$ cat src/clex_pkg.sv
// Package for the C subset lexer: shared token record, scanner result group
// and default sizes. No dependencies.
package clex_pkg;

  localparam int POSITION_BITS = 16;
  localparam int QUEUE_DEPTH   = 4;

  localparam logic [4:0] K_IDENT  = 5'd0;
  localparam logic [4:0] K_NUMBER = 5'd1;
  localparam logic [4:0] K_STRING = 5'd2;
  localparam logic [4:0] K_IF     = 5'd3;
  localparam logic [4:0] K_ELSE   = 5'd4;
  localparam logic [4:0] K_WHILE  = 5'd5;
  localparam logic [4:0] K_INT    = 5'd6;
  localparam logic [4:0] K_RETURN = 5'd7;
  localparam logic [4:0] K_ASSIGN = 5'd8;
  localparam logic [4:0] K_EQ     = 5'd9;
  localparam logic [4:0] K_LT     = 5'd10;
  localparam logic [4:0] K_LE     = 5'd11;
  localparam logic [4:0] K_GT     = 5'd12;
  localparam logic [4:0] K_GE     = 5'd13;
  localparam logic [4:0] K_PLUS   = 5'd14;
  localparam logic [4:0] K_MINUS  = 5'd15;
  localparam logic [4:0] K_STAR   = 5'd16;
  localparam logic [4:0] K_SLASH  = 5'd17;
  localparam logic [4:0] K_PCT    = 5'd18;
  localparam logic [4:0] K_AMP    = 5'd19;
  localparam logic [4:0] K_LAND   = 5'd20;
  localparam logic [4:0] K_BAR    = 5'd21;
  localparam logic [4:0] K_LOR    = 5'd22;
  localparam logic [4:0] K_SEMI   = 5'd23;
  localparam logic [4:0] K_COMMA  = 5'd24;
  localparam logic [4:0] K_LPAREN = 5'd25;
  localparam logic [4:0] K_RPAREN = 5'd26;
  localparam logic [4:0] K_LBRACE = 5'd27;
  localparam logic [4:0] K_RBRACE = 5'd28;
  localparam logic [4:0] K_END    = 5'd29;
  localparam logic [4:0] K_ERR    = 5'd30;

  typedef struct packed {
    logic [4:0]  kind;
    logic [15:0] start;
    logic [15:0] length;
    logic        last;
  } tok_t;

  typedef struct packed {
    tok_t       t0;
    tok_t       t1;
    logic [1:0] count;
  } scan_res_t;

endpackage

$ cat src/clex_scan.sv
// Scanner state and per-item decode: takes one byte, updates the scan
// state and returns up to two tokens. Depends on clex_pkg.
module clex_scan #(
  parameter int POSITION_BITS = clex_pkg::POSITION_BITS
) (
  input  logic                clk,
  input  logic                rst,
  input  logic                go,
  input  logic [7:0]          text_byte,
  input  logic                start_text,
  output clex_pkg::scan_res_t res
);

  typedef enum logic [3:0] {
    M_IDLE     = 4'd0,
    M_IDENT    = 4'd1,
    M_NUMBER   = 4'd2,
    M_STRING   = 4'd3,
    M_COMMENT  = 4'd4,
    M_DONE     = 4'd5,
    M_OP_EQ    = 4'd6,
    M_OP_LT    = 4'd7,
    M_OP_GT    = 4'd8,
    M_OP_AND   = 4'd9,
    M_OP_OR    = 4'd10,
    M_OP_SLASH = 4'd11
  } mode_t;

  mode_t                    mode, mode_next, cur_mode;
  logic [POSITION_BITS-1:0] pos, pos_next, cur_pos;
  logic [15:0]              pstart, pstart_next, cur_pstart;
  logic [15:0]              plen, plen_next, cur_plen;
  logic [47:0]              kw, kw_next, cur_kw;
  logic                     tl, tl_next, cur_tl;

  logic [31:0] pos32;
  logic [15:0] pos16;
  logic [15:0] grown;
  logic        is_letter, is_digit, is_blank;

  mode_t       i_mode;
  logic        i_em, i_begin, i_letter;
  logic [4:0]  i_kind;
  logic [15:0] i_len;

  logic        do_idle;
  logic        e0v;
  logic [4:0]  e0k;
  logic [15:0] e0s, e0l;
  logic        e1v;
  logic [4:0]  e1k;
  logic [15:0] e1s, e1l;
  logic [4:0]  id_kind;
  logic [7:0]  op_second;
  logic [4:0]  op_single, op_double;

  always_comb begin
    cur_mode   = start_text ? M_IDLE : mode;
    cur_pos    = start_text ? '0 : pos;
    cur_pstart = start_text ? '0 : pstart;
    cur_plen   = start_text ? '0 : plen;
    cur_kw     = start_text ? '0 : kw;
    cur_tl     = start_text ? 1'b0 : tl;
  end

  assign pos32 = 32'(cur_pos);
  assign pos16 = pos32[15:0];
  assign grown = (cur_plen == 16'hFFFF) ? cur_plen : cur_plen + 16'd1;

  assign is_letter = (text_byte >= "a" && text_byte <= "z") ||
                     (text_byte >= "A" && text_byte <= "Z") || text_byte == "_";
  assign is_digit  = text_byte >= "0" && text_byte <= "9";
  assign is_blank  = text_byte == " " || text_byte == 8'h09 || text_byte == 8'h0A;

  always_comb begin
    if (cur_tl) begin
      id_kind = clex_pkg::K_IDENT;
    end else begin
      case (cur_kw)
        48'("if"):     id_kind = clex_pkg::K_IF;
        48'("else"):   id_kind = clex_pkg::K_ELSE;
        48'("while"):  id_kind = clex_pkg::K_WHILE;
        48'("int"):    id_kind = clex_pkg::K_INT;
        48'("return"): id_kind = clex_pkg::K_RETURN;
        default:       id_kind = clex_pkg::K_IDENT;
      endcase
    end
  end

  always_comb begin
    case (cur_mode)
      M_OP_EQ: begin
        op_second = "="; op_single = clex_pkg::K_ASSIGN; op_double = clex_pkg::K_EQ;
      end
      M_OP_LT: begin
        op_second = "="; op_single = clex_pkg::K_LT; op_double = clex_pkg::K_LE;
      end
      M_OP_GT: begin
        op_second = "="; op_single = clex_pkg::K_GT; op_double = clex_pkg::K_GE;
      end
      M_OP_AND: begin
        op_second = "&"; op_single = clex_pkg::K_AMP; op_double = clex_pkg::K_LAND;
      end
      M_OP_OR: begin
        op_second = "|"; op_single = clex_pkg::K_BAR; op_double = clex_pkg::K_LOR;
      end
      default: begin
        op_second = "/"; op_single = clex_pkg::K_SLASH; op_double = clex_pkg::K_SLASH;
      end
    endcase
  end

  // outcome of a byte seen between tokens
  always_comb begin
    i_mode   = M_IDLE;
    i_em     = 1'b0;
    i_kind   = clex_pkg::K_ERR;
    i_len    = 16'd1;
    i_begin  = 1'b0;
    i_letter = 1'b0;
    if (is_blank) begin
      i_mode = M_IDLE;
    end else if (is_letter) begin
      i_mode = M_IDENT; i_begin = 1'b1; i_letter = 1'b1;
    end else if (is_digit) begin
      i_mode = M_NUMBER; i_begin = 1'b1;
    end else begin
      case (text_byte)
        "\"": begin i_mode = M_STRING;   i_begin = 1'b1; end
        "=":  begin i_mode = M_OP_EQ;    i_begin = 1'b1; end
        "<":  begin i_mode = M_OP_LT;    i_begin = 1'b1; end
        ">":  begin i_mode = M_OP_GT;    i_begin = 1'b1; end
        "&":  begin i_mode = M_OP_AND;   i_begin = 1'b1; end
        "|":  begin i_mode = M_OP_OR;    i_begin = 1'b1; end
        "/":  begin i_mode = M_OP_SLASH; i_begin = 1'b1; end
        "+":  begin i_em = 1'b1; i_kind = clex_pkg::K_PLUS;   end
        "-":  begin i_em = 1'b1; i_kind = clex_pkg::K_MINUS;  end
        "*":  begin i_em = 1'b1; i_kind = clex_pkg::K_STAR;   end
        "%":  begin i_em = 1'b1; i_kind = clex_pkg::K_PCT;    end
        ";":  begin i_em = 1'b1; i_kind = clex_pkg::K_SEMI;   end
        ",":  begin i_em = 1'b1; i_kind = clex_pkg::K_COMMA;  end
        "(":  begin i_em = 1'b1; i_kind = clex_pkg::K_LPAREN; end
        ")":  begin i_em = 1'b1; i_kind = clex_pkg::K_RPAREN; end
        "{":  begin i_em = 1'b1; i_kind = clex_pkg::K_LBRACE; end
        "}":  begin i_em = 1'b1; i_kind = clex_pkg::K_RBRACE; end
        8'h00: begin
          i_em = 1'b1; i_kind = clex_pkg::K_END; i_len = 16'd0; i_mode = M_DONE;
        end
        default: begin
          i_em = 1'b1; i_kind = clex_pkg::K_ERR; i_mode = M_DONE;
        end
      endcase
    end
  end

  always_comb begin
    mode_next   = cur_mode;
    pos_next    = cur_pos + 1'b1;
    pstart_next = cur_pstart;
    plen_next   = cur_plen;
    kw_next     = cur_kw;
    tl_next     = cur_tl;
    do_idle     = 1'b0;
    e0v = 1'b0; e0k = clex_pkg::K_IDENT; e0s = cur_pstart; e0l = cur_plen;
    e1v = 1'b0; e1k = clex_pkg::K_IDENT; e1s = pos16;      e1l = 16'd0;
    case (cur_mode)
      M_DONE: begin
        mode_next = M_DONE;
      end
      M_IDENT: begin
        if (is_letter || is_digit) begin
          plen_next = grown;
          if (grown > 16'd6) begin
            tl_next = 1'b1;
          end else begin
            kw_next = {cur_kw[39:0], text_byte};
          end
        end else begin
          e0v = 1'b1; e0k = id_kind;
          do_idle = 1'b1;
        end
      end
      M_NUMBER: begin
        if (is_digit) begin
          plen_next = grown;
        end else begin
          e0v = 1'b1; e0k = clex_pkg::K_NUMBER;
          do_idle = 1'b1;
        end
      end
      M_STRING: begin
        if (text_byte == 8'h00) begin
          e0v = 1'b1; e0k = clex_pkg::K_STRING;
          e1v = 1'b1; e1k = clex_pkg::K_END;
          mode_next = M_DONE;
        end else begin
          plen_next = grown;
          if (text_byte == "\"") begin
            e0v = 1'b1; e0k = clex_pkg::K_STRING; e0l = grown;
            mode_next = M_IDLE;
          end
        end
      end
      M_COMMENT: begin
        if (text_byte == 8'h00) begin
          e1v = 1'b1; e1k = clex_pkg::K_END;
          mode_next = M_DONE;
        end else if (text_byte == 8'h0A) begin
          mode_next = M_IDLE;
        end
      end
      M_OP_EQ, M_OP_LT, M_OP_GT, M_OP_AND, M_OP_OR, M_OP_SLASH: begin
        if (text_byte == op_second) begin
          if (cur_mode == M_OP_SLASH) begin
            mode_next = M_COMMENT;
          end else begin
            e0v = 1'b1; e0k = op_double; e0l = 16'd2;
            mode_next = M_IDLE;
          end
        end else begin
          e0v = 1'b1; e0k = op_single; e0l = 16'd1;
          do_idle = 1'b1;
        end
      end
      default: begin
        do_idle = 1'b1;
      end
    endcase
    if (do_idle) begin
      mode_next = i_mode;
      e1v = i_em; e1k = i_kind; e1s = pos16; e1l = i_len;
      if (i_begin) begin
        pstart_next = pos16;
        plen_next   = 16'd1;
      end
      if (i_letter) begin
        kw_next = {40'd0, text_byte};
        tl_next = 1'b0;
      end
    end
  end

  // pack emitted tokens in order, mark the final one
  always_comb begin
    res = '0;
    if (e0v) begin
      res.t0 = '{kind: e0k, start: e0s, length: e0l, last: !e1v};
      res.t1 = '{kind: e1k, start: e1s, length: e1l, last: 1'b1};
      res.count = e1v ? 2'd2 : 2'd1;
    end else if (e1v) begin
      res.t0 = '{kind: e1k, start: e1s, length: e1l, last: 1'b1};
      res.count = 2'd1;
    end
  end

  always_ff @(posedge clk) begin
    if (rst) begin
      mode   <= M_IDLE;
      pos    <= '0;
      pstart <= '0;
      plen   <= '0;
      kw     <= '0;
      tl     <= 1'b0;
    end else if (go) begin
      mode   <= mode_next;
      pos    <= pos_next;
      pstart <= pstart_next;
      plen   <= plen_next;
      kw     <= kw_next;
      tl     <= tl_next;
    end
  end

endmodule

$ cat src/clex_queue.sv
// Token output queue: takes up to two tokens per cycle, hands out one.
// Depends on clex_pkg.
module clex_queue #(
  parameter int DEPTH = clex_pkg::QUEUE_DEPTH
) (
  input  logic                clk,
  input  logic                rst,
  input  logic                push,
  input  clex_pkg::scan_res_t res,
  input  logic                pop,
  output logic                room2,
  output logic                not_empty,
  output clex_pkg::tok_t      head
);

  localparam int AW = $clog2(DEPTH);

  clex_pkg::tok_t mem [DEPTH];
  logic [AW-1:0]  wp, rp, wp1;
  logic [AW:0]    count, count_next;
  logic [1:0]     n_in;

  assign n_in      = push ? res.count : 2'd0;
  assign wp1       = wp + 1'b1;
  assign room2     = count <= (AW+1)'(DEPTH - 2);
  assign not_empty = count != '0;
  assign head      = mem[rp];
  assign count_next = count + (AW+1)'(n_in) - (AW+1)'(pop);

  always_ff @(posedge clk) begin
    if (n_in != 2'd0) begin
      mem[wp] <= res.t0;
    end
    if (n_in == 2'd2) begin
      mem[wp1] <= res.t1;
    end
  end

  always_ff @(posedge clk) begin
    if (rst) begin
      wp    <= '0;
      rp    <= '0;
      count <= '0;
    end else begin
      wp    <= wp + AW'(n_in);
      rp    <= rp + AW'(pop);
      count <= count_next;
    end
  end

endmodule

$ cat src/c_subset_lexer.sv
// Top level of the C subset lexer: input register, scanner and token queue.
// Depends on clex_pkg, clex_scan and clex_queue.
//
// One source byte per item goes in; tokens (kind, start, length, last_of_run)
// come out. A byte is taken into an input register and decoded by the
// scanner, which advances only when the queue has room for two tokens; while
// it does, a new byte can be taken every clock. Each byte gives zero, one or
// two tokens; tokens leave through a four-entry queue at one per clock while
// token_stall is low, so the sustained rate is one byte per cycle while bytes
// average at most one token each, and the queue ports set the limit when they
// do not. Token start offsets count modulo 2^POSITION_BITS, cut to 16 bits.
module c_subset_lexer #(
  parameter int POSITION_BITS = clex_pkg::POSITION_BITS
) (
  input  logic        clk,
  input  logic        rst,
  input  logic        text_valid,
  output logic        text_stall,
  input  logic [7:0]  text_byte,
  input  logic        start_text,
  output logic        token_valid,
  input  logic        token_stall,
  output logic [4:0]  token_kind,
  output logic [15:0] token_start,
  output logic [15:0] token_length,
  output logic        last_of_run
);

  logic                a_valid;
  logic [7:0]          a_byte;
  logic                a_start;
  logic                go, room2, take, pop;
  clex_pkg::scan_res_t res;
  clex_pkg::tok_t      head;

  assign go         = a_valid && room2;
  assign text_stall = a_valid && !room2;
  assign take       = text_valid && !text_stall;
  assign pop        = token_valid && !token_stall;

  always_ff @(posedge clk) begin
    if (rst) begin
      a_valid <= 1'b0;
    end else if (take) begin
      a_valid <= 1'b1;
    end else if (go) begin
      a_valid <= 1'b0;
    end
  end

  always_ff @(posedge clk) begin
    if (take) begin
      a_byte  <= text_byte;
      a_start <= start_text;
    end
  end

  clex_scan #(.POSITION_BITS(POSITION_BITS)) u_scan (
    .clk        (clk),
    .rst        (rst),
    .go         (go),
    .text_byte  (a_byte),
    .start_text (a_start),
    .res        (res)
  );

  clex_queue #(.DEPTH(clex_pkg::QUEUE_DEPTH)) u_queue (
    .clk       (clk),
    .rst       (rst),
    .push      (go),
    .res       (res),
    .pop       (pop),
    .room2     (room2),
    .not_empty (token_valid),
    .head      (head)
  );

  assign token_kind   = head.kind;
  assign token_start  = head.start;
  assign token_length = head.length;
  assign last_of_run  = head.last;

endmodule
$ cat config.mk
export PLATFORM = sky130hd
export DESIGN_NAME = c_subset_lexer
export DESIGN_NICKNAME = d
export VERILOG_FILES = /design/src/clex_pkg.sv /design/src/clex_scan.sv /design/src/clex_queue.sv /design/src/c_subset_lexer.sv
export SDC_FILE = /design/constraint.sdc
export NUM_CORES = 1
export LEC_CHECK = 0
export BUFFER_PORTS_ARGS = -buffer_cell sky130_fd_sc_hd__buf_2
export CELL_PAD_IN_SITES_DETAIL_PLACEMENT = 0
export CELL_PAD_IN_SITES_GLOBAL_PLACEMENT = 2
export CORE_MARGIN = 5
export CORE_UTILIZATION = 35
export DETAILED_ROUTE_END_ITERATION = 6
export PLACE_DENSITY = 0.67
export RECOVER_POWER = 25
export SLEW_MARGIN = 20
export SYNTH_ARGS = -nofsm -noshare
export SYNTH_HDL_FRONTEND = slang
export SYNTH_HIERARCHICAL = 1
export SYNTH_SLANG_ARGS = --single-unit
export TNS_END_PERCENT = 20
$ cat constraint.sdc
create_clock -name clk -period 5.3 [get_ports clk]
set_input_delay 0 -clock clk [delete_from_list [all_inputs] [get_ports clk]]
set_output_delay 0 -clock clk [all_outputs]
set_load 0.1 [all_outputs]
* After elaboration in Yosys (flattened, before gate mapping)
Memory sizes are Yosys's and may differ from the RTL's. A register that Yosys moved wholly into a read port is not among the register bits.
Index checks and enable logic that the tools add are counted.
** Cells by class
- $add $sub $neg :: 7
- Magnitude comparators :: 8
- Eq/ne operators :: 40
- Muxes and demuxes :: 102
- Reductions and logical operators :: 26
** Operators with widths (number)
- two-way mux 16 bit :: 19
- two-way mux 48 bit :: 6
- == test 8 x 6 -> 1 bit, second input constant :: 15
- two-way mux 38 bit :: 3
- two-way mux 5 bit :: 11
- case mux 5 bit (11 select lines) :: 1
- case mux 5 bit (5 select lines) :: 2
- == test 48 x 15 -> 1 bit, second input constant :: 1
- == test 48 x 23 -> 1 bit, second input constant :: 1
- == test 48 x 31 -> 1 bit, second input constant :: 1
- == test 48 x 39 -> 1 bit, second input constant :: 1
- == test 48 x 47 -> 1 bit, second input constant :: 1
- case mux 16 bit (3 select lines) :: 1
- two-way mux 4 bit :: 10
- two-way mux 1 bit :: 35
- adder 16 x 1 -> 16 bit, second input constant :: 2
- == test 8 x 7 -> 1 bit, second input constant :: 4
- case mux 16 bit (2 select lines) :: 1
- case mux 4 bit (8 select lines) :: 1
- case mux 7 bit (3 select lines) :: 1
- case mux 5 bit (4 select lines) :: 1
- == test 16 bit, second input constant :: 1
- == test 4 x 3 -> 1 bit, second input constant :: 4
- == test 4 bit, second input constant :: 4
- 32 further kinds :: 56
** Word-level totals
- Flip-flop bits (word level) :: 118
- Memory bits (writable) :: 152
- Input bits :: 13
- Output and inout bits :: 40
- Word-level logic and storage cells :: 196
- Memories :: 1
** Memories
- u_queue.mem :: words 4, bits a word 38, read ports 1, clocked after Yosys merged registers in 1, write ports 2, RTL line clex_queue.sv:18 : clex_pkg::tok_t mem [DEPTH];

* Depth between registers and ports, before layout
Gate-level depths: netlist of the first run.
- Depth after elaboration :: 14
- Mapped depth :: 20
- Mapped depth without buffers :: 16

* Hierarchy
The synthesis of the first run kept the hierarchy.
** By module, submodules not included
- clex_queue :: times used 1, cells each 420, area each 7792.5 sq um, sequential area each 4704.5 sq um
- clex_scan :: times used 1, cells each 886, area each 6836.6 sq um, sequential area each 2021.9 sq um
- c_subset_lexer :: times used 1, cells each 15, area each 332.8 sq um, sequential area each 290.3 sq um

* Worst setup path after synthesis of the first run
No wires, ideal clock.
- Path kind :: reg-to-reg
- From :: reg a_start
- To :: mem u_queue/mem[1][0] (netlist bit), enable pin
- Arrival time :: 4.678 ns
- Data required time :: 4.867 ns
- Slack :: 0.189 ns
- Cell stages (with the launch flop) :: 16
- Path buffers :: 4
- Cells stage by stage :: edfxtp_1 buf_2 nor2_1 a31oi_1 o32a_1 or3_1 buf_2 o21a_4 nor2_4 inv_2 clkbuf_1 ha_1 clkbuf_1 and2_1 o21ai_0 nor2_1
** RTL lines
- start: declaration :: RTL line c_subset_lexer.sv:31 : logic a_start;
- start signal: assignment :: RTL line c_subset_lexer.sv:54 : a_start <= start_text;
- end: declaration :: RTL line clex_queue.sv:18

==> results of run 1 <==
## cells in the mapped netlist, types with 6 or more instances
cell and n:
mux4_2 38, nor2b_1 27, nand4b_1 6, dfxtp_1 109, and2_1 23, a31oi_1 14, a211oi_1 6, mux2_4 20
nor3b_1 10, a22o_1 75, buf_6 7, o21ai_0 31, buf_4 22, nor3_1 29, nand2b_1 15, nand3_1 34
buf_2 44, nor2_1 104, nor4_1 10, a22oi_1 8, xnor2_1 12, mux2_2 134, o211ai_1 6, o21ai_1 10
xor2_1 8, nand3b_1 8, and3_1 15, edfxtp_1 161, a21oi_1 49, nand2_1 88, nand4_1 18, clkbuf_1 33
or4_1 7, inv_1 17
## flip-flops by register name, indices dropped and copies added (netlist names)
register       count
u_scan/pstart     16
u_queue/mem      152
u_scan/kw         48
u_queue/wp         2
u_scan/tl          1
u_scan/pos        16
a_byte             8
a_valid            1
a_start            1
u_scan/plen       16
u_queue/rp         2
u_scan/mode        4
u_queue/count      3
## worst min path at each step
| stage | cells after the start | to | slack, ps | startpoint |
|---|---|---|---|---|
| detailed placement | 1 | a_start | 180 | start_text |
| finish | 3 | u_queue/rp[1] | 20 | rst |
| CTS | 3 | u_queue/count[1] | 20 | rst |
| global route | 3 | u_scan/pos[5] | 60 | rst |
| floorplan | 1 | u_queue/count[1] | 70 | rst |
| global placement | 1 | a_byte[1] | 180 | text_byte[1] |
## cells in the final DEF (no fill, tap or decap), types with 19 or more instances in the layout
master       n
mux2_2     134
o21ai_0     33
clkbuf_2    25
nor2b_1     28
nor3_1      27
and2_1      22
a21oi_1     49
nand2_1     88
a22o_1      75
buf_4       27
mux2_4      20
mux4_2      38
edfxtp_1   161
clkbuf_1    29
dfxtp_1    108
nor2_1     103
clkbuf_16   35
nand3_1     34
inv_1       19
## kinds of logic (layout without fill, tap and decap cells)
| kind of cell | after synthesis | in the layout | synth area share (%) |
|---|---|---|---|
| buf+inv | 131 | 181 | 4.56 |
| other cells | 1 | 15 | 0.0251 |
| simple gates | 430 | 430 | 15.4 |
| flops | 270 | 270 | 46.9 |
| fa+ha+maj | 6 | 6 | 0.552 |
| xor+xnor | 20 | 20 | 1.17 |
| mux | 197 | 197 | 18.1 |
| compound gates | 266 | 266 | 13.3 |
## worst max-delay path: stages (launching register included)
cell and delay (ps):
edfxtp_1 600, buf_4 360, or2_0 360, nor2_1 860
nand2_1 90, o21ai_0 280, nor2_4 50, inv_1 100
ha_1 410, or4_4 890, mux2_4 410
## layout make-up
| type | instances | area, um^2 |
|---|---|---|
| Fill cell | 4109 | 25200 |
| Multi-Input combinational cell | 934 | 7340 |
| Sequential cell | 270 | 7020 |
| Clock buffer | 46 | 947 |
| Timing Repair Buffer | 100 | 682 |
| Tap cell | 539 | 674 |
| Clock inverter | 15 | 151 |
| Inverter | 20 | 75.1 |
## timing repair
action	4_1_cts	5_1_grt
endpoints found under the hold margin	10	0
hold buffers	10	0
gates resized for setup	0	0
## per-layer routing
layer	vias up	wire [um]	part of all wire [%]	track usage, %
met1	5299	20200	48	24.9
met2	191	19600	46	28.7
li1	5118	-	-	-
met4	0	925	2.2	5.00
met3	57	1600	3.8	2.36
met5	-	0	0	0
## metrics by stage
step	hold WS (ps)	instances	setup slack, ps	total power, mW	utilization, %
after CTS	18.2	1924	893	6.84	40.3
after detailed placement	178	1853	906	4.51	37.4
final	15.9	1924	602	6.73	40.1
after global placement	178	1853	941	4.51	37.4
after global routing	58.5	1924	419	7.01	40.1
after floorplan	66.7	1335	189	4.13	-
## power groups by stage
stage	Sequential (mW)	Clock, mW	Combinational (mW)
2_1_floorplan	2.40	0	1.73
3_3_place_gp	2.48	0	2.03
3_5_place_dp	2.48	0	2.04
4_1_cts	2.43	2.36	2.05
5_1_grt	2.45	2.45	2.12
6_report	2.43	2.29	2.01
==> metrics.md, run 1 <==
| Metric | Value |
|---|---|
| Status | `finished, violations left` |
| Failing checks | `max-capacitance violations, max-slew violations` |
| Leakage | `5.81 nW` |
| Clock Sinks | `270` |
| Max-cap violations | `1` |
| Avg Synthesized Cell Area | `11.3 um^2` |
| Post CTS Setup Buffer Count | `0` |
| Synth top area cells | `edfxtp_1 32%, dfxtp_1 15%, mux2_2 10%, mux4_2 5.7%, a22o_1 4.4%` |
| Setup Viol. Count Final | `0` |
| Number of synthesized flops with an enable pin | `161` |
| Die width | `217 um` |
| Initial Utilization | `approximately 36%` |
| Final setup TNS | `0 ps` |
| HPWL Detailed | `28600 um` |
| Critical Path Start | `a_start` |
| Max Freq | `213 MHz` |
| CP Max Fanout | `38` |
| Sw frac | `37.7%` |
| DIE AREA | `47000 um^2` |
| Mapped Cells | `1321` |
| Worst Setup EP | `u_queue/mem[3][28]` |
| DR vias | `10665` |
| Worst-path clk slew | `roughly 60 ps` |
| Core Footprint | `42100 um^2` |
| Area of the mapped netlist | `15000 um^2` |
| Clk Latency, worst-skew pair | `540 ps` |
| VDD IR max | `0.000235 V` |
| Sw Pwr | `2.54 mW` |
| Flop2flop setup slack | `600 ps` |
| Clock power frac | `34.0%` |
| Antenna-violating nets left | `0` |
| Top FF cell, synth | `edfxtp_1` |
| Fin nets | `1379` |
| Reg power frac | `36.1%` |
| Tcrit/Tclk final | `between 80% and 90%` |
| Vias per inst | `5.54` |
| Power Internal | `around 4.2 mW` |
| Placed Area | `15800 um^2` |
| Layout area overhead | `12.9%` |
| Cell Pwr Density | `399 nW/um^2` |
| Crit. End Element | `flop` |
| DRT Pass-1 Iters | `5` |
| Root buffer cell | `clkbuf_16` |
| PortBufs | `52` |
| Vias in the first global route | `10723` |
| Initial DRC count | `693` |
| Register bit total from synthesis | `between 200 and 300` |
| Post-synth top area cell | `edfxtp_1` |
| Worst-margin pin slew | `2370 ps` |
| Top Ports | `between 50 and 60` |
| GP Congestion | `0.848` |
| Hold Fails Final Rpt | `0` |
| Min Tclk post-route | `4700 ps` |
| Worst Reg-to-Reg Cells | `10` |
| Largest net degree at the start of global routing | `49` |
| Site Rows | `75` |
| CTS tree | `built` |
| Final-report max-slew violation count | `27` |
| Finished layout cell area | `16900 um^2` |
| CTS Buf Count | `34` |
| Sequential share of the synthesized area | `46.9%` |
| Initial antenna violation count | `0` |
| Critical path type | `reg2reg` |
| Clk buf depth | `3` |
| Class of the worst hold path | `in2reg` |
| GRT overflow | `0` |
| Post-synth top area share | `between 30 and 40%` |
| Worst R2R End | `u_queue/mem[3][28]` |
| Worst Path Required | `about 5600 ps` |
| Clock skew | `10.7 ps` |
| Yosys cell types | `93` |
| Startpoint Class | `flop` |
| GR Util All Layers | `between 10% and 20%` |
| RSZ-0062 raised after global routing | `no` |
| Combinational share of power | `29.8%` |
| Die height | `~220 um` |
| YS warnings | `6` |
| Worst flop-to-flop path startpoint | `a_start` |
| Worst path arrival time | `4990 ps` |
| # diodes | `0` |
| CTS H-tree depth | `2` |
| Layout cell share with drive strength beyond 1 | `between 20% and 30%` |
| Ys async rst share | `0%` |
| Slew headroom | `-57.7%` |
| First-pass GRT wire length | `around 66000 um` |
| Wire per inst | `22.0 um` |
| Post-route DRC violation count | `0` |
| Total wire length | `~42000 um` |
Note: power is estimated with default switching activity, not from simulation.
==> inputs of run 2 (changes only) <==
--- a/config.mk
+++ b/config.mk
@@ -8,11 +8,14 @@
 export BUFFER_PORTS_ARGS = -buffer_cell sky130_fd_sc_hd__buf_2
 export CELL_PAD_IN_SITES_DETAIL_PLACEMENT = 0
 export CELL_PAD_IN_SITES_GLOBAL_PLACEMENT = 2
+export CORE_ASPECT_RATIO = 0.75
 export CORE_MARGIN = 5
 export CORE_UTILIZATION = 35
 export DETAILED_ROUTE_END_ITERATION = 6
 export PLACE_DENSITY = 0.67
 export RECOVER_POWER = 25
+export SKIP_CTS_REPAIR_TIMING = 1
+export SKIP_LAST_GASP = 1
 export SLEW_MARGIN = 20
 export SYNTH_ARGS = -nofsm -noshare
 export SYNTH_HDL_FRONTEND = slang
==> run 2 against run 1 <==
The run still ends with max-capacitance violations, max-slew violations left. Global-route usage rose by 0.21 points. Sequential share of layout area up 0.39 points. Combinational power barely moved. Clock power down 11%. Count of clock-buffer cells in the layout unchanged. Critical path type unchanged. Critical endpoint is now u_scan/kw[20].
==> metrics.md, run 2 (synthesis results as in run 1) <==
| Metric | Value |
|---|---|
| Clock power frac | `31.5%` |
| # diodes | `0` |
| Clock skew | `10.4 ps` |
| Power Internal | `roughly 4 mW` |
| HPWL Detailed | `28800 um` |
| VDD IR max | `0.000277 V` |
| Max-cap violations | `4` |
| Worst-path clk slew | `around 70 ps` |
| RSZ-0062 raised after global routing | `no` |
| Worst Setup EP | `u_scan/kw[20]` |
| Layout cell share with drive strength beyond 1 | `24.1%` |
| Worst-margin pin slew | `1840 ps` |
| Setup Viol. Count Final | `0` |
| CTS H-tree depth | `1` |
| Core Footprint | `roughly 42000 um^2` |
| Biggest regs | `u_queue/mem: 152 flops, u_scan/kw: 48 flops` |
| Worst flop-to-flop path startpoint | `a_start` |
| Final Worst Setup Slack | `572 ps` |
| Clk buf depth | `3` |
| Commonest non-fill, non-tap cell in the layout | `edfxtp_1` |
| Vias in the first global route | `10700` |
| CTS Buf Count | `30` |
| Cell Pwr Density | `just under 400 nW/um^2` |
| Clk Latency, worst-skew pair | `570 ps` |
| CTS tree | `built` |
| GP Congestion | `0.841` |
| Combinational share of power | `30.9%` |
| Worst R2R End | `u_scan/kw[20]` |
| Vias per inst | `about 5.5` |
| Antenna-violating nets left | `0` |
| DRT Pass-1 Iters | `5` |
| Worst path arrival time | `5230 ps` |
| Post-place setup slack | `742 ps` |
| Hold Fails Final Rpt | `0` |
| Clock Sinks | `270` |
| Critical Path Start | `a_start` |
| Slew headroom | `-23.1%` |
| Flop2flop setup slack | `between 500 and 600 ps` |
| Class of the worst hold path | `in2reg` |
| Largest net degree at the start of global routing | `44` |
| DIE AREA | `47000 um^2` |
| GRT overflow | `0` |
| Min Tclk post-route | `4730 ps` |
| First-pass GRT wire length | `67100 um` |
| PortBufs | `52` |
| Wire per inst | `roughly 22 um` |
| Final setup TNS | `0 ps` |
| Worst Reg-to-Reg Cells | `10` |
| Max Freq | `211 MHz` |
| Worst hold slack | `~0.6 ps` |
| Final-report max-slew violation count | `72` |
| Initial Utilization | `35.5%` |
| Reg power frac | `37.6%` |
| Initial antenna violation count | `1` |
| Sw frac | `38.4%` |
| Startpoint Class | `flop` |
| Site Rows | `65` |
| Post-route DRC violation count | `0` |
| Initial DRC count | `757` |
| CP Max Fanout | `31` |
| Fin nets | `roughly 1400` |
| Die width | `around 250 um` |
| Sw Pwr | `2.49 mW` |
| Layout area overhead | `11.9%` |
| Crit. End Element | `flop` |
| PnR Total Power | `6.49 mW` |
| Fillcell total | `4172` |
| Top Ports | `between 50 and 60` |
| Worst Path Required | `5800 ps` |
| DR vias | `10781` |
| Leakage | `5.70 nW` |
| Largest Register | `u_queue/mem` |
| Failing checks | `max-capacitance violations, max-slew violations` |
| Total wire length | `43200 um` |
| Critical path type | `reg2reg` |
| GR Util All Layers | `17.9%` |
| Commonest cells after routing, fill and taps aside | `161 x edfxtp_1, 134 x mux2_2, 108 x dfxtp_1` |
| Status | `finished, violations left` |
| Die height | `189 um` |
| Largest register FFs | `152` |
| Root buffer cell | `clkbuf_16` |
| Tcrit/Tclk final | `89.2%` |
[run 2: metal layers]
layer  global-route usage [%]  share of wire (%)  vias to the layer above
met5                        0                  0                        -
met4                     3.08                1.6                        0
met3                     2.22                3.9                       44
met2                     27.0                 43                      221
met1                     27.9                 52                     5409
li1                         -                  -                     5107
[run 2: through the flow]
step,utilization (%),instances,cell area [um^2]
2_1_floorplan,-,1335,15000
3_3_place_gp,37.4,1882,15800
3_5_place_dp,37.4,1882,15800
4_1_cts,39.7,1937,16700
5_1_grt,39.7,1947,16700
6_report,39.7,1947,16700
[run 2: worst min-delay path by stage]
stage,depth (start not counted),start,endpoint
final,3,rst,u_scan/plen[13]
after global routing,3,rst,u_scan/plen[13]
after CTS,1,text_byte[6],a_byte[6]
after detailed placement,1,text_byte[6],a_byte[6]
after global placement,1,text_byte[5],a_byte[5]
after floorplan,1,rst,u_queue/count[1]
[run 2: power by group through the flow]
stage          clock [mW]  combinational (mW)  sequential (mW)
5_1_grt              2.20                2.11             2.46
2_1_floorplan           0                1.73             2.40
6_report             2.04                2.00             2.44
4_1_cts              2.10                2.05             2.45
3_5_place_dp            0                2.04             2.49
3_3_place_gp            0                2.04             2.49
[run 2: area by class of cell]
class | instances | area (um^2) | area share, %
multi-input combinational | 934 | 7340 | 43.8
sequential | 270 | 7020 | 41.9
clock buffer | 46 | 915 | 5.46
tap | 569 | 712 | 4.25
timing repair buffer | 99 | 629 | 3.76
inverter | 20 | 75.1 | 0.449
clock inverter | 9 | 51.3 | 0.307
[run 2: critical path, cell delays in order, from the launching register on]
cell      delay, ps
edfxtp_1        530
clkbuf_1        620
nand3b_1        440
or3_1           430
o311ai_0        710
o21a_1          270
a211o_1         230
nor3_1          120
o21ai_4         400
clkbuf_1        620
a22o_1          250
==> inputs of run 3 (changes only) <==
--- a/config.mk
+++ b/config.mk
@@ -13,7 +13,6 @@
 export CORE_UTILIZATION = 35
 export DETAILED_ROUTE_END_ITERATION = 6
 export PLACE_DENSITY = 0.67
-export RECOVER_POWER = 25
 export SKIP_CTS_REPAIR_TIMING = 1
 export SKIP_LAST_GASP = 1
 export SLEW_MARGIN = 20
==> run 3 against run 2 <==
The flow now finishes without violations. Clock power is essentially flat. Critical path depth grew 1. Total power grew 0.55%. Non-clock buffer count is the same. Via count grew 0.18%. Final cell count is the same. Critical endpoint is now u_queue/mem[3][31]. Largest cell class unchanged.
==> metrics.md, run 3 (synthesis results as in run 1) <==
| Metric | Value |
|---|---|
| Status | `complete, no violations` |
| Commonest cells after routing, fill and taps aside | `161 x edfxtp_1, 134 x mux2_2, 107 x dfxtp_1` |
| Clock skew | `13.2 ps` |
| Initial antenna violation count | `1` |
| Final core occ | `40.0%` |
| Slew headroom | `32.5%` |
| CTS Buf Count | `30` |
| GRT overflow | `0` |
| Worst Path Required | `5500 ps` |
| DR vias | `10800` |
| Post-place setup slack | `between 700 and 800 ps` |
| Top Ports | `53` |
| Wire per inst | `22.2 um` |
| Commonest non-fill, non-tap cell in the layout | `edfxtp_1` |
| Clock Sinks | `270` |
| Vias in the first global route | `10700` |
| CTS tree | `built` |
| Initial DRC count | `753` |
| VDD IR max | `0.000282 V` |
| Critical path type | `reg2reg` |
| Fillcell total | `4140` |
| Site Rows | `65` |
| HPWL Detailed | `28800 um` |
| Cell Pwr Density | `387 nW/um^2` |
| Biggest regs | `u_queue/mem: 152 flops, u_scan/kw: 48 flops` |
| Fin nets | `roughly 1400` |
| Die width | `around 250 um` |
| Die height | `189 um` |
| CP Max Fanout | `28` |
| Setup Viol. Count Final | `0` |
| Final Worst Setup Slack | `between 700 and 800 ps` |
| CTS H-tree depth | `1` |
| RSZ-0062 raised after global routing | `no` |
| Largest net degree at the start of global routing | `44` |
| Final setup TNS | `0 ps` |
| Largest Register | `u_queue/mem` |
| Finished layout cell area | `between 15000 and 20000 um^2` |
| Leakage | `slightly below 6 nW` |
| Max-cap violations | `0` |
| Worst hold slack | `1.43 ps` |
| Max Freq | `218 MHz` |
| Worst-path clk slew | `approximately 70 ps` |
| GR Util All Layers | `17.9%` |
| Startpoint Class | `flop` |
| Worst-margin pin slew | `around 1000 ps` |
| Core Footprint | `42100 um^2` |
| Final-report max-slew violation count | `0` |
| Largest register FFs | `152` |
| GP Congestion | `0.841` |
| Crit. End Element | `flop` |
| Layout area overhead | `12.6%` |
| Class of the worst hold path | `in2reg` |
| Antenna-violating nets left | `0` |
| Hold Fails Final Rpt | `0` |
| Clk buf depth | `3` |
| Root buffer cell | `clkbuf_16` |
| Placed Area | `15800 um^2` |
| Min Tclk post-route | `4580 ps` |
| Post-route DRC violation count | `0` |
| DRT Pass-1 Iters | `5` |
| DIE AREA | `47000 um^2` |
| First-pass GRT wire length | `67100 um` |
| Total wire length | `43200 um` |
| Clk Latency, worst-skew pair | `570 ps` |
| Tcrit/Tclk final | `86.5%` |
| PortBufs | `52` |
| Initial Utilization | `35.5%` |
| # diodes | `0` |
| Worst path arrival time | `4780 ps` |
| Layout cell share with drive strength beyond 1 | `a little over a quarter` |
| Vias per inst | `5.55` |
==> run 3: cell count changes in the layout (fill, tap and decap cells not counted), moves of 7 or more <==
| cell | before | now |
|---|---|---|
| buf_2 | 11 | 52 |
| buf_4 | 26 | 33 |
| clkbuf_1 | 40 | 7 |
| clkbuf_2 | 16 | 1 |
==> run 3: stage by stage <==
stage,instances,total power [mW]
floorplan,1335,4.13
global placement,1882,4.54
detailed placement,1882,4.53
CTS,1937,6.60
global route,1947,6.79
finish,1947,6.52
==> run 3: path summary, 6_finish.rpt <==
| path | from | end | slack, ps | depth (start not counted) |
|---|---|---|---|---|
| max | a_byte[6] | u_queue/mem[3][31] | 720 | 11 |
| min reg2reg | u_scan/tl | u_scan/tl | 460 | 2 |
| min | rst | u_scan/plen[10] | 1 | 3 |
| max reg2reg | a_byte[6] | u_queue/mem[3][31] | 720 | 11 |
==> run 3: per-layer routing <==
layer  global-route usage (%)  routed length [um]
met1                     27.9               22400
met2                     27.0               18500
met3                     2.22                1630
met4                     3.08                 711
met5                        0                   0
==> run 3: worst max-delay path: stages, from the launching register on <==
cell,delay [ps]
edfxtp_1,610
or4b_1,640
or4_1,420
buf_4,210
and3_1,240
o211ai_1,190
nand2_1,150
ha_1,340
nor2b_1,200
o21ai_0,300
nor2_4,410
buf_4,500
==> run 3: final cells by class <==
| class | instances | area [um^2] | share of cell area [%] |
|---|---|---|---|
| multi-input combinational | 934 | 7380 | 43.8 |
| tap | 569 | 712 | 4.23 |
| sequential | 270 | 7020 | 41.7 |
| clock inverter | 9 | 51.3 | 0.305 |
| timing repair buffer | 99 | 688 | 4.09 |
| inverter | 20 | 75.1 | 0.446 |
| clock buffer | 46 | 915 | 5.43 |
==> run 3: power by group <==
group | switching, mW | leakage, nW | internal [mW]
sequential | 0.116 | 2.30 | 2.33
combinational | 1.51 | 3.03 | 0.522
clock | 0.863 | 0.473 | 1.18
total | 2.49 | 5.80 | 4.03
